--- config.mk ---
export PLATFORM = sky130hd
export DESIGN_NAME = ufc_parser
export DESIGN_NICKNAME = d
export VERILOG_FILES = /design/src/rtl/ufc_pkg.sv /design/src/rtl/ufc_parser.sv
export VERILOG_INCLUDE_DIRS = /design/src /design/src/rtl
export SDC_FILE = /design/constraint.sdc
export NUM_CORES = 1
export LEC_CHECK = 0
export BUFFER_PORTS_ARGS = -buffer_cell sky130_fd_sc_hd__buf_2
export CAP_MARGIN = 10
export CORE_ASPECT_RATIO = 1.2
export CORE_MARGIN = 2
export CORE_UTILIZATION = 50
export CTS_BUF_LIST = sky130_fd_sc_hd__clkbuf_8
export DETAILED_ROUTE_END_ITERATION = 8
export HOLD_SLACK_MARGIN = 0.03
export PLACE_DENSITY_LB_ADDON = 0.1
export SYNTH_ARGS = -nofsm -noshare
export SYNTH_HDL_FRONTEND = slang
export SYNTH_SLANG_ARGS = --single-unit
--- constraint.sdc ---
create_clock -name clk_i -period 5.2 [get_ports clk_i]
set_clock_uncertainty 0.2 [all_clocks]
set_input_delay 0.78 -clock clk_i [delete_from_list [all_inputs] [get_ports clk_i]]
set_output_delay 0.78 -clock clk_i [all_outputs]
set_load 0.005 [all_outputs]
--- src/rtl/uart_frame_checker_macros.svh ---
// ---------------------------------------------------------------------------
// uart_frame_checker assertion macros
// Concurrent assertion wrappers; NO_ASSERTIONS compiles them out.
// ---------------------------------------------------------------------------
`ifndef UART_FRAME_CHECKER_MACROS_SVH
`define UART_FRAME_CHECKER_MACROS_SVH

`ifndef NO_ASSERTIONS
`define UFC_ASSERT(lbl, clk, rstn, prop) \
  lbl: assert property (@(posedge clk) disable iff (!rstn) prop) \
    else $error("uart_frame_checker assertion failed");
`define UFC_ASSERT_ALWAYS(lbl, clk, prop) \
  lbl: assert property (@(posedge clk) prop) \
    else $error("uart_frame_checker assertion failed");
`else
`define UFC_ASSERT(lbl, clk, rstn, prop)
`define UFC_ASSERT_ALWAYS(lbl, clk, prop)
`endif

`endif

--- src/rtl/ufc_pkg.sv ---
// ---------------------------------------------------------------------------
// ufc_pkg
// Shared types, constants and the byte-wide CRC-16/MODBUS update.
// ---------------------------------------------------------------------------
package ufc_pkg;

  localparam int unsigned HEADER_BYTES = 8;
  localparam int unsigned CFG_IDX_W    = 1;
  localparam int unsigned CFG_DATA_W   = 16;

  localparam logic [CFG_IDX_W-1:0] CFG_SYNC_BYTE    = 1'd0;
  localparam logic [CFG_IDX_W-1:0] CFG_MAX_DATA_LEN = 1'd1;

  localparam logic [7:0]  SYNC_BYTE_RST    = 8'd170;
  localparam logic [15:0] MAX_DATA_LEN_RST = 16'd1024;

  localparam logic [15:0] HDR_SEQ_POS  = 16'd3;
  localparam logic [15:0] HDR_FUNC_POS = 16'd4;
  localparam logic [15:0] HDR_LENH_POS = 16'd5;
  localparam logic [15:0] HDR_LENL_POS = 16'd6;
  localparam logic [15:0] HDR_CSUM_POS = 16'(HEADER_BYTES - 1);

  localparam logic [15:0] CRC_INIT = 16'hFFFF;
  localparam logic [15:0] CRC_POLY = 16'hA001;

  localparam logic [1:0] ST_OK        = 2'd0;
  localparam logic [1:0] ST_BAD_CSUM  = 2'd1;
  localparam logic [1:0] ST_BAD_CRC   = 2'd2;
  localparam logic [1:0] ST_TOO_LONG  = 2'd3;

  typedef enum logic [3:0] {
    PH_HUNT    = 4'b0001,
    PH_HEADER  = 4'b0010,
    PH_PAYLOAD = 4'b0100,
    PH_CRC     = 4'b1000
  } phase_e;

  typedef struct packed {
    logic [7:0]  sync_byte;
    logic [15:0] max_data_len;
  } ufc_cfg_t;

  typedef struct packed {
    logic        payload_valid;
    logic [7:0]  payload_byte;
    logic        frame_done;
    logic [1:0]  status;
    logic [7:0]  frame_seq;
    logic [7:0]  frame_func;
    logic [15:0] frame_length;
  } ufc_result_t;

  function automatic logic [15:0] crc_step(input logic [15:0] crc, input logic [7:0] b);
    logic [15:0] c;
    c = crc ^ {8'd0, b};
    for (int k = 0; k < 8; k++) begin
      if (c[0]) begin
        c = (c >> 1) ^ CRC_POLY;
      end else begin
        c = c >> 1;
      end
    end
    return c;
  endfunction

endpackage

--- src/rtl/ufc_parser.sv ---
// ---------------------------------------------------------------------------
// ufc_parser
// Frame state machine: header checksum, length check, CRC and payload pass.
// ---------------------------------------------------------------------------
`include "uart_frame_checker_macros.svh"

module ufc_parser (
  input  logic               clk_i,
  input  logic               rst_ni,
  input  logic               accept_i,
  input  logic [7:0]         rx_byte_i,
  input  ufc_pkg::ufc_cfg_t  cfg_i,
  output logic               res_valid_o,
  output ufc_pkg::ufc_result_t res_o
);

  ufc_pkg::phase_e phase_q, phase_d;
  logic [15:0] cnt_q, cnt_d;
  logic [7:0]  sum_q, sum_d;
  logic [15:0] crc_q, crc_d;
  logic [7:0]  seq_q, seq_d;
  logic [7:0]  func_q, func_d;
  logic [15:0] len_q, len_d;
  logic [7:0]  first_q, first_d;
  logic [15:0] crc_next;
  logic [15:0] cnt_inc;
  logic        res_valid;
  logic        is_hunt, is_header, is_crc, done_push, both_kinds;

  assign crc_next = ufc_pkg::crc_step(crc_q, rx_byte_i);
  assign cnt_inc  = cnt_q + 16'd1;

  always_comb begin
    phase_d   = phase_q;
    cnt_d     = cnt_q;
    sum_d     = sum_q;
    crc_d     = crc_q;
    seq_d     = seq_q;
    func_d    = func_q;
    len_d     = len_q;
    first_d   = first_q;
    res_valid = 1'b0;
    res_o               = '0;
    res_o.frame_seq     = seq_q;
    res_o.frame_func    = func_q;
    res_o.frame_length  = len_q;
    case (phase_q)
      ufc_pkg::PH_HUNT: begin
        if (rx_byte_i == cfg_i.sync_byte) begin
          sum_d   = rx_byte_i;
          crc_d   = ufc_pkg::crc_step(ufc_pkg::CRC_INIT, rx_byte_i);
          cnt_d   = 16'd1;
          seq_d   = '0;
          func_d  = '0;
          len_d   = '0;
          phase_d = ufc_pkg::PH_HEADER;
        end
      end
      ufc_pkg::PH_HEADER: begin
        if (cnt_q < ufc_pkg::HDR_CSUM_POS) begin
          if (cnt_q == ufc_pkg::HDR_SEQ_POS) begin
            seq_d = rx_byte_i;
          end else if (cnt_q == ufc_pkg::HDR_FUNC_POS) begin
            func_d = rx_byte_i;
          end else if (cnt_q == ufc_pkg::HDR_LENH_POS) begin
            len_d = {rx_byte_i, len_q[7:0]};
          end else if (cnt_q == ufc_pkg::HDR_LENL_POS) begin
            len_d = {len_q[15:8], rx_byte_i};
          end
          sum_d = sum_q + rx_byte_i;
          crc_d = crc_next;
          cnt_d = cnt_inc;
        end else if (rx_byte_i != (8'd0 - sum_q)) begin
          phase_d          = ufc_pkg::PH_HUNT;
          cnt_d            = '0;
          res_valid        = 1'b1;
          res_o.frame_done = 1'b1;
          res_o.status     = ufc_pkg::ST_BAD_CSUM;
        end else if (len_q > cfg_i.max_data_len) begin
          phase_d          = ufc_pkg::PH_HUNT;
          cnt_d            = '0;
          res_valid        = 1'b1;
          res_o.frame_done = 1'b1;
          res_o.status     = ufc_pkg::ST_TOO_LONG;
        end else begin
          crc_d   = crc_next;
          cnt_d   = '0;
          phase_d = (len_q == 16'd0) ? ufc_pkg::PH_CRC : ufc_pkg::PH_PAYLOAD;
        end
      end
      ufc_pkg::PH_PAYLOAD: begin
        crc_d = crc_next;
        if (cnt_inc >= len_q) begin
          cnt_d   = '0;
          phase_d = ufc_pkg::PH_CRC;
        end else begin
          cnt_d = cnt_inc;
        end
        res_valid           = 1'b1;
        res_o.payload_valid = 1'b1;
        res_o.payload_byte  = rx_byte_i;
      end
      ufc_pkg::PH_CRC: begin
        if (cnt_q == 16'd0) begin
          first_d = rx_byte_i;
          cnt_d   = 16'd1;
        end else begin
          phase_d          = ufc_pkg::PH_HUNT;
          cnt_d            = '0;
          res_valid        = 1'b1;
          res_o.frame_done = 1'b1;
          res_o.status     = ({rx_byte_i, first_q} == crc_q) ? ufc_pkg::ST_OK
                                                              : ufc_pkg::ST_BAD_CRC;
        end
      end
      default: begin
        phase_d = ufc_pkg::PH_HUNT;
        cnt_d   = '0;
      end
    endcase
  end

  assign res_valid_o = accept_i & res_valid;

  always_ff @(posedge clk_i or negedge rst_ni) begin
    if (!rst_ni) begin
      phase_q <= ufc_pkg::PH_HUNT;
      cnt_q   <= '0;
      sum_q   <= '0;
      crc_q   <= ufc_pkg::CRC_INIT;
      seq_q   <= '0;
      func_q  <= '0;
      len_q   <= '0;
      first_q <= '0;
    end else if (accept_i) begin
      phase_q <= phase_d;
      cnt_q   <= cnt_d;
      sum_q   <= sum_d;
      crc_q   <= crc_d;
      seq_q   <= seq_d;
      func_q  <= func_d;
      len_q   <= len_d;
      first_q <= first_d;
    end
  end

  assign is_hunt    = (phase_q == ufc_pkg::PH_HUNT);
  assign is_header  = (phase_q == ufc_pkg::PH_HEADER);
  assign is_crc     = (phase_q == ufc_pkg::PH_CRC);
  assign done_push  = res_valid_o & res_o.frame_done;
  assign both_kinds = res_o.payload_valid & res_o.frame_done;

  `UFC_ASSERT(a_done_returns_to_hunt, clk_i, rst_ni, done_push |=> is_hunt)
  `UFC_ASSERT(a_hdr_cnt_range, clk_i, rst_ni, is_header |-> (cnt_q <= ufc_pkg::HDR_CSUM_POS))
  `UFC_ASSERT(a_crc_cnt_range, clk_i, rst_ni, is_crc |-> (cnt_q <= 16'd1))
  `UFC_ASSERT(a_payload_not_done, clk_i, rst_ni, res_valid_o |-> !both_kinds)

endmodule

### Yosys cells after proc, flatten, opt, wreduce, memory -nomap -nowiden

Cells that the tools add are included.

* output and inout bits: 45
* input bits: 35
* memory bits (read-only): 0
* logic and storage cells: 150
* bits in latches: 0
* register bits: 84
* RAM bits: 0
* memories: 0

* eq/ne operators: 25
* mux-type cells: 78
* bitwise operators: 19
* $add $sub $neg: 3
* divide/modulo/power cells: 0
* multipliers: 0
* reduce and logical (&&, ||, !) cells: 13
* shifts and indexed selects: 0
* magnitude comparators: 3

Operators by type and width (number)
* $mux W16: 42
* $mux W8: 9
* $pmux W16 S4: 1
* $eq A16 B3 Y1 const B: 3
* $not A2 Y3: 16
* $pmux W16 S3: 1
* $pmux W8 S2: 3
* $logic_not A16 Y1: 2
* $pmux W16 S2: 1
* $mux W4: 7
* $add A16 B1 Y16 const B: 1
* $eq A16 B16 Y1: 1
* $eq A16 B2 Y1 const B: 1
* $ge A16 B16 Y1: 1
* $gt A16 B16 Y1: 1
* $lt A16 B3 Y1 const B: 1
* $not A8 Y16: 1
* $pmux W4 S4: 1
* $xor A16 B8 Y16: 1
* $reduce_and A5 Y1: 3
* $mux W3: 4
* $ne A2 B1 Y1 const B: 6
* $ne A2 B2 Y1 const B: 6
* $mux W9: 1
* 22 further kinds: 27

### Depth between registers and ports, before layout

Gate-level depths: netlist of the first run.

* depth in word-level cells: 33
* mapped depth: 17
* gate-level depth less buffers: 15

### Worst setup path before layout of the first run

No wires, ideal clock.

* path type: in2out
* start: input rx_byte_i[4]
* end: output res_valid_o
* setup slack: 1.561 ns
* path buffers: 1
* data arrival time: 2.659 ns
* stages on the path: 9
* data required time: 4.220 ns
* cells stage by stage: clkbuf_1 xor2_1 nor3_1 a31oi_1 or4_4 a211oi_4 or3_4 nand2_1 o21a_1

* longest elaborated chain between the ends: 5

RTL lines
* start: declaration: RTL line ufc_parser.sv:11 `input logic [7:0] rx_byte_i,`
* $ne A8 B8 Y1: RTL line ufc_parser.sv:73 `end else if (rx_byte_i != (8'd0 - sum_q)) begin`
* $mux W1: RTL line ufc_parser.sv:73
* $mux W1: RTL line ufc_parser.sv:60 `if (cnt_q < ufc_pkg::HDR_CSUM_POS) begin`
* $pmux W1 S3: RTL line ufc_parser.sv:47 `case (phase_q)`
* $and A1 B1 Y1: RTL line ufc_parser.sv:123 `assign res_valid_o = accept_i & res_valid;`
* end: declaration: RTL line ufc_parser.sv:13 `output logic res_valid_o,`

Every way passes these cells.

### Final worst setup path of the first run

* start: register cnt_q[2]
* end: register phase_q[1]

* longest elaborated chain between the ends: 4
* elaborated cells between the ends (all ways): 8

RTL lines
* start: declaration: RTL line ufc_parser.sv:18 `logic [15:0] cnt_q, cnt_d;`
* start signal: assignment: RTL line ufc_parser.sv:137 `cnt_q <= cnt_d;`
* $add A16 B1 Y16: RTL line ufc_parser.sv:31 `assign cnt_inc = cnt_q + 16'd1;`
* $ge A16 B16 Y1: RTL line ufc_parser.sv:93 `if (cnt_inc >= len_q) begin`
* $ne A2 B2 Y1 (no source line)
* $reduce_and A5 Y1 (no source line) *
* end signal: assignment: RTL line ufc_parser.sv:127 `phase_q <= ufc_pkg::PH_HUNT;`
* end signal: assignment: RTL line ufc_parser.sv:136 `phase_q <= phase_d;`
* end: declaration: RTL line ufc_parser.sv:17 `ufc_pkg::phase_e phase_q, phase_d;`

Every way passes the cells marked *; elsewhere a longest branch is shown, timed or not.
A chain may end at the register's enable or synchronous reset.

==> results list, run 1 <==
- The final hold violation count was 0.
- Data required time at the worst endpoint: ~5.3 ns
- Among cell families on the critical path, the largest total delay comes from simple AND/OR/NAND/NOR gates.
- The first TritonRoute pass finished after 4 iterations.
* Delay of the slowest cell on the worst path: roughly 0.57 ns
- The congestion estimate from routability-driven global placement came to just under 0.9.
- Insertion delay of the later-clocked pin in the worst-skew pair: 0.37 ns
- Yosys mapped a number of flops with a built-in enable equal to 0.
- Most frequently used cell type in the post-synthesis netlist: dfrtp_1
- Share of final-layout standard cells stronger than drive strength 1: approximately a quarter
* Post-synthesis sequential element count: 84
* Worst path bufs/invs: 0
- STA classifies the critical path startpoint as a flop.
* Worst slack at placement: 0.920 ns
- Traced cell by cell, the critical path runs through and3_1 > and3_1 > nand2_1 > nor3_1 > and3_1 > xor2_1 > ha_1 > nand4_1 > nor3_1 > a211o_1 > nand2_1 > nor3_1 > mux2_2.
- Counting distinct cell types in the post-synthesis netlist gives 60.
* Data arrival at the endpoint of the critical path: roughly 4.4 ns
- Setup repair after global routing missed its margin: false
- Gr usage total: around 25%
- Worst Path Class, Setup: flop to flop
* Overall Power: 2.90 mW
- Hold timing on the final database bottoms out at a slack of 0.309 ns.
- Entering global routing, the biggest net connects 85 pins.
- Summed over all cells, the static leakage comes to about 3.2 nW.
- Predominant post-synthesis flop cell: dfrtp_1
- Final period demand of the worst path: 4.34 ns
* Ranking of synthesized cells by instance count: dfrtp_1 (67), xnor2_1 (59), inv_1 (49)
- Summed instance area of the synthesized netlist: around 6000 µm²
- From synthesis to final layout, the design area changed by 11.3%.
- The worst-case IR drop observed on VDD is ~0.19 mV.
- Max-Slew Margin vs Limit: between 20% and 30%
- CTS Buf Count: 9
- Avg WL per Cell: between 15 and 20 µm
* Standard cell with the maximum stage delay on the critical path: nor3_1
* I/O pin count: 80
* Largest cells by area after synthesis: dfrtp_1 (28%), ha_1 (9.2%), xnor2_1 (8.6%)
- The cell sitting at the root of the clock tree is a clkbuf_8.
- Count of nets left with antenna violations after detail routing: 0
- Of all cell types, the one taking the most synthesized area is dfrtp_1.
- For the pin with the worst max-slew slack, the measured transition is about 1.1 ns.
* Initial cell density of the core: 51.4%
- For this run, the number of standard cells in the final layout without fillers is around 840.
- Counting every net in the synthesized netlist gives between 600 and 700.
- Hold WC Path Type: flop to flop
- The clock drives 84 sinks.
- Violation count after the first detailed-route iteration: around 200
* Net Sw Power: ~1.2 mW
* Horiz. Die Dim: ~100 µm
- Post-cts gate resize count: 0
- Top-area cell type share of the netlist area: around 28%
- Synth Warn #: 0
- Die Span Y: between 100 and 150 µm
* Fraction of registers with async set/reset: 100%
* Gate count after technology mapping: slightly above 600
- Across the run, the number of max-cap violations was 0.
* Post-placement cell count: 823
* Number of setup violations in the final report: 0
* Seq pwr share: a little under two fifths
- Based on the critical path, the design can be clocked at up to ~230 MHz.
- Cell internal power was estimated by the tool at between 1.5 and 2 mW.
- Global-route wire length before repair: 25100 µm
- Switching part of the total: approximately two fifths
- Die area: approximately 13000 µm²
* CTS clk-pin slew, worst paths: 0.09 ns
- After detailed routing, the number of remaining DRC violations is 0.
- The number of max-slew violations in the final report came to 0.
* Type of element capturing the critical path: flop
- Period utilization: 83.4%
- Net count, final: 757
- Peak fanout along the critical path: 16
- Number of global-route vias before repair: roughly 5000
- Initial antenna violation count: 0
- Deepest clock path buffer count: 2
- TritonCTS clock tree: done
* Fill count: between 1000 and 1500
* Total number of placement rows: 43
- In this run the number of H-tree levels came out at 3.
- Number of buffers added to fix hold violations after cts: 0
* Total Negative Setup Slacks: 0 ns
- In this run the tool buffered the top-level ports with between 70 and 80 buffer cells.
- Antenna diode instance count: 0
- Synth Area per Inst: 9.83 µm²
- Vias after detailed routing: 4781
- Setup slack on the critical path of the routed design comes to 0.864 ns.
- Via-per-instance ratio: approximately 5.7
- Overall routed net length: ~16000 µm
- After legalization and detailed placement, the total HPWL measured around 11000 µm.
- Per report_power, the clock group accounts for approximately 15% of the total.
- Combinational logic burns 48.3% of the power.
- Post CTS Setup Buffer Count: 0
- Sequential cells were found to cover around 36% of the synthesized design area.
- Status: complete, no violations
* Core ar.: roughly 12000 µm²
- After global routing the overflow that remains totals 0.
* Power density over the cells: around 440 nW/µm²
stage by stage:
| step | cell area [µm²] | utilization, % |
|---|---|---|
| 6_report | 6650 | 57.3 |
| 5_1_grt | 6650 | 57.3 |
| 4_1_cts | 6650 | 57.3 |
| 3_5_place_dp | 6480 | 55.8 |
| 3_3_place_gp | 6480 | 55.8 |
| 2_1_floorplan | 5980 | - |
power groups by stage:
stage	sequential, mW	clock [mW]	combinational (mW)
6_report	1.07	0.426	1.40
5_1_grt	1.10	0.464	1.56
4_1_cts	1.07	0.433	1.41
3_5_place_dp	1.09	0	1.40
3_3_place_gp	1.08	0	1.35
2_1_floorplan	1.02	0	1.11
worst reg2reg max path: cells and delay by family (launching register included):
kind            cells  cell delay [ns]
simple gates        9             2.55
mux                 1             0.40
fa+ha+maj           1             0.30
flops               1             0.47
compound gates      1             0.21
xor+xnor            1             0.09
cell type report:
cell class / count / area (µm²) / area share, %
multi-input combinational: 450 / 3550 / 53.4
timing repair buffer: 83 / 428 / 6.43
sequential: 84 / 2120 / 31.9
clock buffer: 10 / 138 / 2.07
inverter: 49 / 184 / 2.76
clock inverter: 6 / 32.5 / 0.489
tap: 157 / 196 / 2.95
cell usage in the layout, fill, tap and decap left out, types with 11 or more instances in the layout:
cell and instances:
nand2_1 37, and2_1 13, xor2_1 26, dfrtp_1 67, xnor2_1 59, a21oi_1 30, o21ai_0 22, nand4_1 17
nor2_1 25, dfstp_2 17, nor2b_1 11, nor3_1 13, mux2_2 41, ha_1 44, buf_2 78, inv_1 51
nand3_1 13, a32o_1 11
path summary, 6_finish.rpt:
path | from | end | slack (ns) | depth (start not counted)
max | cnt_q[2] | phase_q[1] | 0.86 | 13
min | func_q[7] | func_q[7] | 0.31 | 1
max reg2reg | cnt_q[2] | phase_q[1] | 0.86 | 13
min reg2reg | func_q[7] | func_q[7] | 0.31 | 1
max in group asynchronous | rst_ni | cnt_q[12] | 3.68 | 1
min in group asynchronous | rst_ni | func_q[5] | 0.39 | 1
per-layer routing:
layer	share of wire (%)	track usage, %	up-vias
met1	42	29.5	2376
li1	-	-	2282
met5	0	0	-
met2	53	47.3	103
met4	2.0	8.78	0
met3	3.7	3.04	20
cells by family (layout without fill, tap and decap cells):
logic type,count (synthesis),in the layout,synth area share (%)
AOI/OAI and AO/OA,106,106,12.3
xor gates and xnor gates,86,86,12.9
adders and majority gates,45,45,9.55
buffers and inverters,74,148,5.13
DFF,84,84,35.5
muxes,49,49,9.40
and+or+nand+nor,164,164,15.2
registers in the layout, summed over array words and instances (netlist names):
name / flops
cnt_q: 16
phase_q: 4
crc_q: 16
seq_q: 8
len_q: 16
first_q: 8
sum_q: 8
func_q: 8
No activity file was read; power rests on OpenSTA's default activity.
==> inputs of run 2 (changes only) <==
clock period = 4.11 ns   (was 5.2 ns; I/O delays follow)
==> results list, run 2 (synthesis results as in run 1) <==
* Post-cts gate resize count: 0 (unchanged)
- Combined area of the multi-input logic cells: 3560 µm² (+0.14%)
- The number of global-route vias before repair came to 4938 (-0.040%).
- Library cell used as clock root buffer: clkbuf_8
* Number of search-and-repair iterations in the first detailed-routing pass: 4 (unchanged)
- The clock latency reported for the late side of the worst-skew pair is 0.37 ns (about the same).
- End of the worst register-to-register path: phase_q[1]
- The via-per-instance ratio was 5.65 (-0.87%).
- Count of clock tree sinks: 84 (unchanged)
* Status: complete, no violations
* Type of element capturing the critical path: output pin
* Setup repair after global routing missed its margin: false
- Commonest non-fill, non-tap cells in the layout: buf_2 (78), dfrtp_1 (67), xnor2_1 (59)
* Violation count after the first detailed-route iteration: 236 (+17%)
- Final period demand of the worst path: approximately 4.0 ns
* Initial cell density of the core: 51.4% (unchanged)
- Maximum Capacitance Violations: 0 (unchanged)
* Cell leakage power: 3.30 nW (+3.1%)
* Data required time at the worst endpoint: 3.29 ns (-1.97 ns)
- Storage element area: 2120 µm² (unchanged)
- Kind of start point of the critical path: flop
* Die area: 12800 µm² (unchanged)
* CTS H-Tree Depth: 3 (unchanged)
* Number of buffers added to fix hold violations after cts: 0 (unchanged)
- Count of unresolved DRC violations after routing: 0 (unchanged)
* Overall Power: 3.78 mW (+30%)
* Power density over the cells: 556 nW/µm² (+27%)
- Horiz. Die Dim: 104 µm (unchanged)
* Count of nets left with antenna violations after detail routing: 0 (unchanged)
* Number of setup violations in the final report: 0 (unchanged)
- Period utilization: between 90% and 100%
- The number of buffers between clock root and the deepest sink is 2 (unchanged).
- Antenna diode instance count: 0 (unchanged)
* Wl on met1: 6340 µm (-2.4%)
* GRT overflow: 0 (unchanged)
- Half-perimeter wire length after detailed placement: 11400 µm (-0.25%)
- Area added between synthesis and finish: 14.0%
* Final number of hold-violating endpoints: 0 (unchanged)
- CTS clk-pin slew, worst paths: 0.09 ns (about the same)
- The number of buffer cells added on primary ports is 79 (unchanged).
- The total clock buffers created by CTS was 9 (unchanged).
- Data arrival at the endpoint of the critical path: 3.18 ns (-1.22 ns)
- Avg WL per Cell: 17.8 µm (-3.8%)
* Die Span Y: 124 µm (unchanged)
- The number of nets in the finished design is 773 (+2.1%).
- The total met2 wirelength after detailed routing was 8090 µm (-0.83%).
- The remaining max-slew budget at the tightest pin was 26.5% (-0.52 points).
- Initial antenna violation count: 0 (unchanged)
- I/O pin count: 80 (unchanged)
- The global-route wire length before repair came to 25300 µm (+0.99%).
- Uppermost signal routing layer after detailed routing: met4
- The placer's final routability congestion estimate was 0.865 (-3.2%).
* Overall routed net length: 15200 µm (-2.0%)
- The total routing usage reported by global routing came to 25.2% (+0.22 points).
- Vias after detailed routing: 4830 (+1.0%)
* Total number of placement rows: 43 (unchanged)
- The number of max-slew violations in the final report is 0 (unchanged).
- The total negative setup slack was 0 ns (unchanged).
- TritonCTS built the clock tree.
* Core ar.: 11600 µm² (unchanged)
- Derived from the worst setup path, the maximum achievable clock frequency is 250 MHz.
- Share of final-layout standard cells stronger than drive strength 1: 28.4% (+2.1 points)
* Worst Path Class, Setup: flop to output pin
- Largest vdd supply drop: 0.343 mV (+81%)
- The cell count of the worst reg-to-reg path came to 15 (+2).
- Wire length on met3: 505 µm (-12%)
* Most common cell after layout, fill and taps aside: buf_2
- Hold WC Path Type: input pin to async pin
* R2r setup slk: 0.34 ns (-0.52 ns)
* Largest registers: cnt_q x16, crc_q x16, len_q x16
- The maximum fanout count along the critical path was 5 (-11).
- Fill count: 1070 (+0.75%)
* Start of the worst register-to-register path: cnt_q[2]
- The actual transition at the worst max-transition pin was 1.10 ns (+0.00774 ns).
* Post CTS Setup Buffer Count: 0 (unchanged)
- Pin count of the biggest net entering global routing: 85 (unchanged)
## run 2: worst max-delay path by stage
stage                  start         end  slack (ns)  cells after the start
global route        sum_q[0]   res_o[33]       0.008                      9
finish              sum_q[0]   res_o[33]        0.12                      9
floorplan           cnt_q[2]   cnt_q[15]        0.50                     16
detailed placement  cnt_q[2]  phase_q[3]        0.41                     15
global placement    cnt_q[2]  phase_q[3]        0.49                     15
CTS                 sum_q[1]   res_o[33]        0.08                      9
## run 2: cell type report
class	instances	share of cell area (%)
timing repair buffer	99	8.05
multi-input combinational	450	52.2
inverter	49	2.70
clock inverter	5	0.753
clock buffer	11	2.22
sequential	84	31.2
tap	157	2.88
## run 2: critical path, stage by stage (launching register included)
cell,delay [ns]
dfrtp_1,0.45
inv_1,0.09
ha_1,0.17
or3b_1,0.39
nor3_1,0.15
a31oi_1,0.07
or4_4,0.58
or4_2,0.59
o21ai_0,0.15
buf_2,0.17
## run 2: layer usage
layer	up-vias	global-route usage [%]
met2	108	46.3
met3	21	2.67
met4	0	9.71
met1	2389	30.8
met5	-	0
li1	2312	-
## run 2: through the flow
stage / hold WS, ns / cell area, µm² / std cells / setup WS, ns / utilization, %
6_report: 0.253 / 6810 / 855 / 0.117 / 58.6
5_1_grt: 0.320 / 6810 / 855 / 0.00799 / 58.6
4_1_cts: 0.291 / 6810 / 855 / 0.0807 / 58.6
3_5_place_dp: 0.293 / 6600 / 839 / 0.412 / 56.8
3_3_place_gp: 0.289 / 6600 / 839 / 0.487 / 56.8
2_1_floorplan: 0.121 / 5980 / 608 / 0.503 / -
## run 2: power by group
group          switching (mW)  internal, mW
Combinational           0.922         0.889
Sequential              0.258          1.09
Clock                   0.311         0.310
==> inputs of run 3 (changes only) <==
==> constraint.sdc (replaced) <==
create_clock -name clk_i -period 4.11 [get_ports clk_i]
set_clock_uncertainty 0.2 [all_clocks]
set_input_delay 0 -clock clk_i [delete_from_list [all_inputs] [get_ports clk_i]]
set_output_delay 0 -clock clk_i [all_outputs]
set_load 0.005 [all_outputs]
==> results list, run 3 (synthesis results as in run 1) <==
* Insertion delay of the later-clocked pin in the worst-skew pair: 0.37 ns (about the same)
- Overall routed net length: 15100 µm (-0.53%)
* CTS H-Tree Depth: 3 (unchanged)
- The number of diodes was 0 (unchanged).
* Final number of hold-violating endpoints: 0 (unchanged)
- The cell leakage power was 3.28 nW (-0.56%).
- The number of global-route vias before repair came to 4814 (-2.5%).
- STA classifies the critical path startpoint as a flop.
- Largest vdd supply drop: 0.334 mV (-2.7%)
* Library cell used as clock root buffer: clkbuf_8
- The initial antenna violation count came to 0 (unchanged).
- The final setup violation count was 0 (unchanged).
* Number of buffers added on ports: 79 (unchanged)
- Peak fanout along the critical path: 8 (+3)
- Final period demand of the worst path: 3.78 ns (-0.211 ns)
- The overall overflow remaining after global route came to 0 (unchanged).
- Top achievable clock speed: 264 MHz (+5.6%)
- The data required time at the worst endpoint came to 4.16 ns (+0.87 ns).
* Via-per-instance ratio: 5.53 (-2.0%)
- The clock input transition at the sequential cells of the worst setup and hold paths is 0.09 ns (about the same).
- Commonest non-fill, non-tap cells in the layout: buf_2 (78), dfrtp_1 (67), xnor2_1 (59)
* Overall Power: 3.70 mW (-2.2%)
- In this run the critical register-to-register path is captured at phase_q[2].
- Share of final-layout standard cells stronger than drive strength 1: 26.8% (-1.6 points)
- Setup repair after global routing missed its margin: false
- Count of clock tree sinks: 84 (unchanged)
* Routability Congestion: 0.842 (-2.7%)
- Gr usage total: 24.5% (-0.72 points)
- Leaving out fill and tap cells, the most frequent cell in the layout is buf_2.
- The remaining max-slew budget at the tightest pin is 26.8% (+0.37 points).
- Avg WL per Cell: 17.7 µm (-0.65%)
- Number of buffers added to fix hold violations after cts: 10 (+10)
- The first-iteration detailed-routing DRC count came to 194 (-18%).
- In this run the worst hold path is classified as input pin to async pin.
- The count of nets left with antenna violations after detail routing came to 0 (unchanged).
* Global-route wire length before repair: 24500 µm (-3.3%)
* Start of the worst register-to-register path: cnt_q[2]
* Vias after detailed routing: 4737 (-1.9%)
* Number of max-slew violations in the final report: 0 (unchanged)
* Initial cell density of the core: 51.4% (unchanged)
* R2r worst-path depth: 12 (-3)
- The horizontal die dimension was 104 µm (unchanged).
* Post-placement cell count: 830 (-1.1%)
- The number of DRC violations after detailed routing came to 0 (unchanged).
* Fill count: 1095 (+2.3%)
* Core ar.: 11600 µm² (unchanged)
- The number of iterations in the first detailed-routing pass was 4 (unchanged).
- Worst hold margin: 0.163 ns (-0.0898 ns)
* Type of element capturing the critical path: flop
- The top-level port count was 80 (unchanged).
* Power density over the cells: 543 nW/µm² (-2.3%)
- The smallest setup slack after layout came to 0.328 ns (+0.211 ns).
- The total setup buffers inserted after CTS was 0 (unchanged).
- Total number of placement rows: 43 (unchanged)
- R2r setup slk: 0.33 ns (about the same)
- The count of maximum capacitance violations was 0 (unchanged).
- Net count, final: 774 (+0.13%)
- The post-cts sizing count is 0 (unchanged).
* CTS Buf Count: 9 (unchanged)
- The HPWL after detailed placement is 11100 µm (-2.4%).
- TritonCTS clock tree: done
* Period utilization: 92.0% (-5.1 points)
- Worst slack at placement: 0.334 ns (-0.0780 ns)
- The actual transition at the worst max-transition pin is 1.10 ns (-0.00554 ns).
* Total Negative Setup Slacks: 0 ns (unchanged)
- Largest registers: cnt_q x16, crc_q x16, len_q x16
- The total die area came to 12800 µm² (unchanged).
- Die Span Y: 124 µm (unchanged)
* Worst Path Class, Setup: flop to flop
* Non-filler cells, final: 856 (+0.12%)
- The largest net degree at the start of global routing is 85 (unchanged).
* Data arrival at the endpoint of the critical path: 3.83 ns (+0.65 ns)
* Deepest clock path buffer count: 2 (unchanged)
- The flow ran to the end, and the final reports show no timing, DRC or antenna violations.
- Area added between synthesis and finish: 14.1% (about the same)
## run 3: cell count changes in the layout (fill, tap and decap cells not counted)
cell           before  now
inv_1              49   50
clkinvlp_4          1    2
dlygate4sd3_1       0   10
bufinv_16           1    0
buf_4              21   12
inv_2               1    0
nor3_2              1    0
nor3_1             12   13
## run 3: per-layer routing
| layer | vias up | global-route usage (%) | share of wire (%) | routed length, µm |
|---|---|---|---|---|
| li1 | 2306 | - | - | - |
| met1 | 2329 | 29.1 | 44 | 6640 |
| met2 | 79 | 45.4 | 51 | 7740 |
| met3 | 23 | 3.98 | 2.9 | 445 |
| met4 | 0 | 8.28 | 2.1 | 313 |
| met5 | - | 0 | 0 | 0 |
## run 3: metrics by stage
stage / cell area (µm²) / utilization [%]
after floorplan: 5980 / -
after global placement: 6540 / 56.2
after detailed placement: 6540 / 56.2
after CTS: 6820 / 58.7
after global routing: 6820 / 58.7
final: 6820 / 58.7
## run 3: worst max-delay path by stage
stage                         from         end  slack, ns  cells past startpoint
after floorplan           cnt_q[2]   cnt_q[15]       0.50                     16
after global placement    cnt_q[2]    cnt_q[8]       0.45                     14
after detailed placement  cnt_q[2]  phase_q[2]       0.33                     12
after CTS                 cnt_q[2]  phase_q[2]       0.33                     12
after global routing      cnt_q[2]  phase_q[1]       0.02                     12
final                     cnt_q[2]  phase_q[2]       0.33                     12
## run 3: layout make-up
cell class,instances,area [µm²],share of cell area [%]
Multi-Input combinational cell,450,3550,52.1
Sequential cell,84,2120,31.1
Timing Repair Buffer,100,581,8.52
Tap cell,157,196,2.88
Inverter,49,184,2.70
Clock buffer,11,151,2.22
Clock inverter,5,28.8,0.422
## run 3: worst max-delay path, cell delays in order (launching register included)
cell,delay (ns)
dfrtp_1,0.47
and3_1,0.23
and3_1,0.20
nand2_1,0.10
nor4_1,0.52
xor2_1,0.13
ha_1,0.35
nand4_1,0.12
nor3_1,0.20
a211o_1,0.21
nand2_1,0.09
nor3_1,0.45
mux2_2,0.40
## run 3: power breakdown
| part | switching (mW) | internal [mW] |
|---|---|---|
| Clock | 0.310 | 0.249 |
| Sequential | 0.263 | 1.09 |
| Combinational | 0.897 | 0.887 |
| Total | 1.47 | 2.23 |
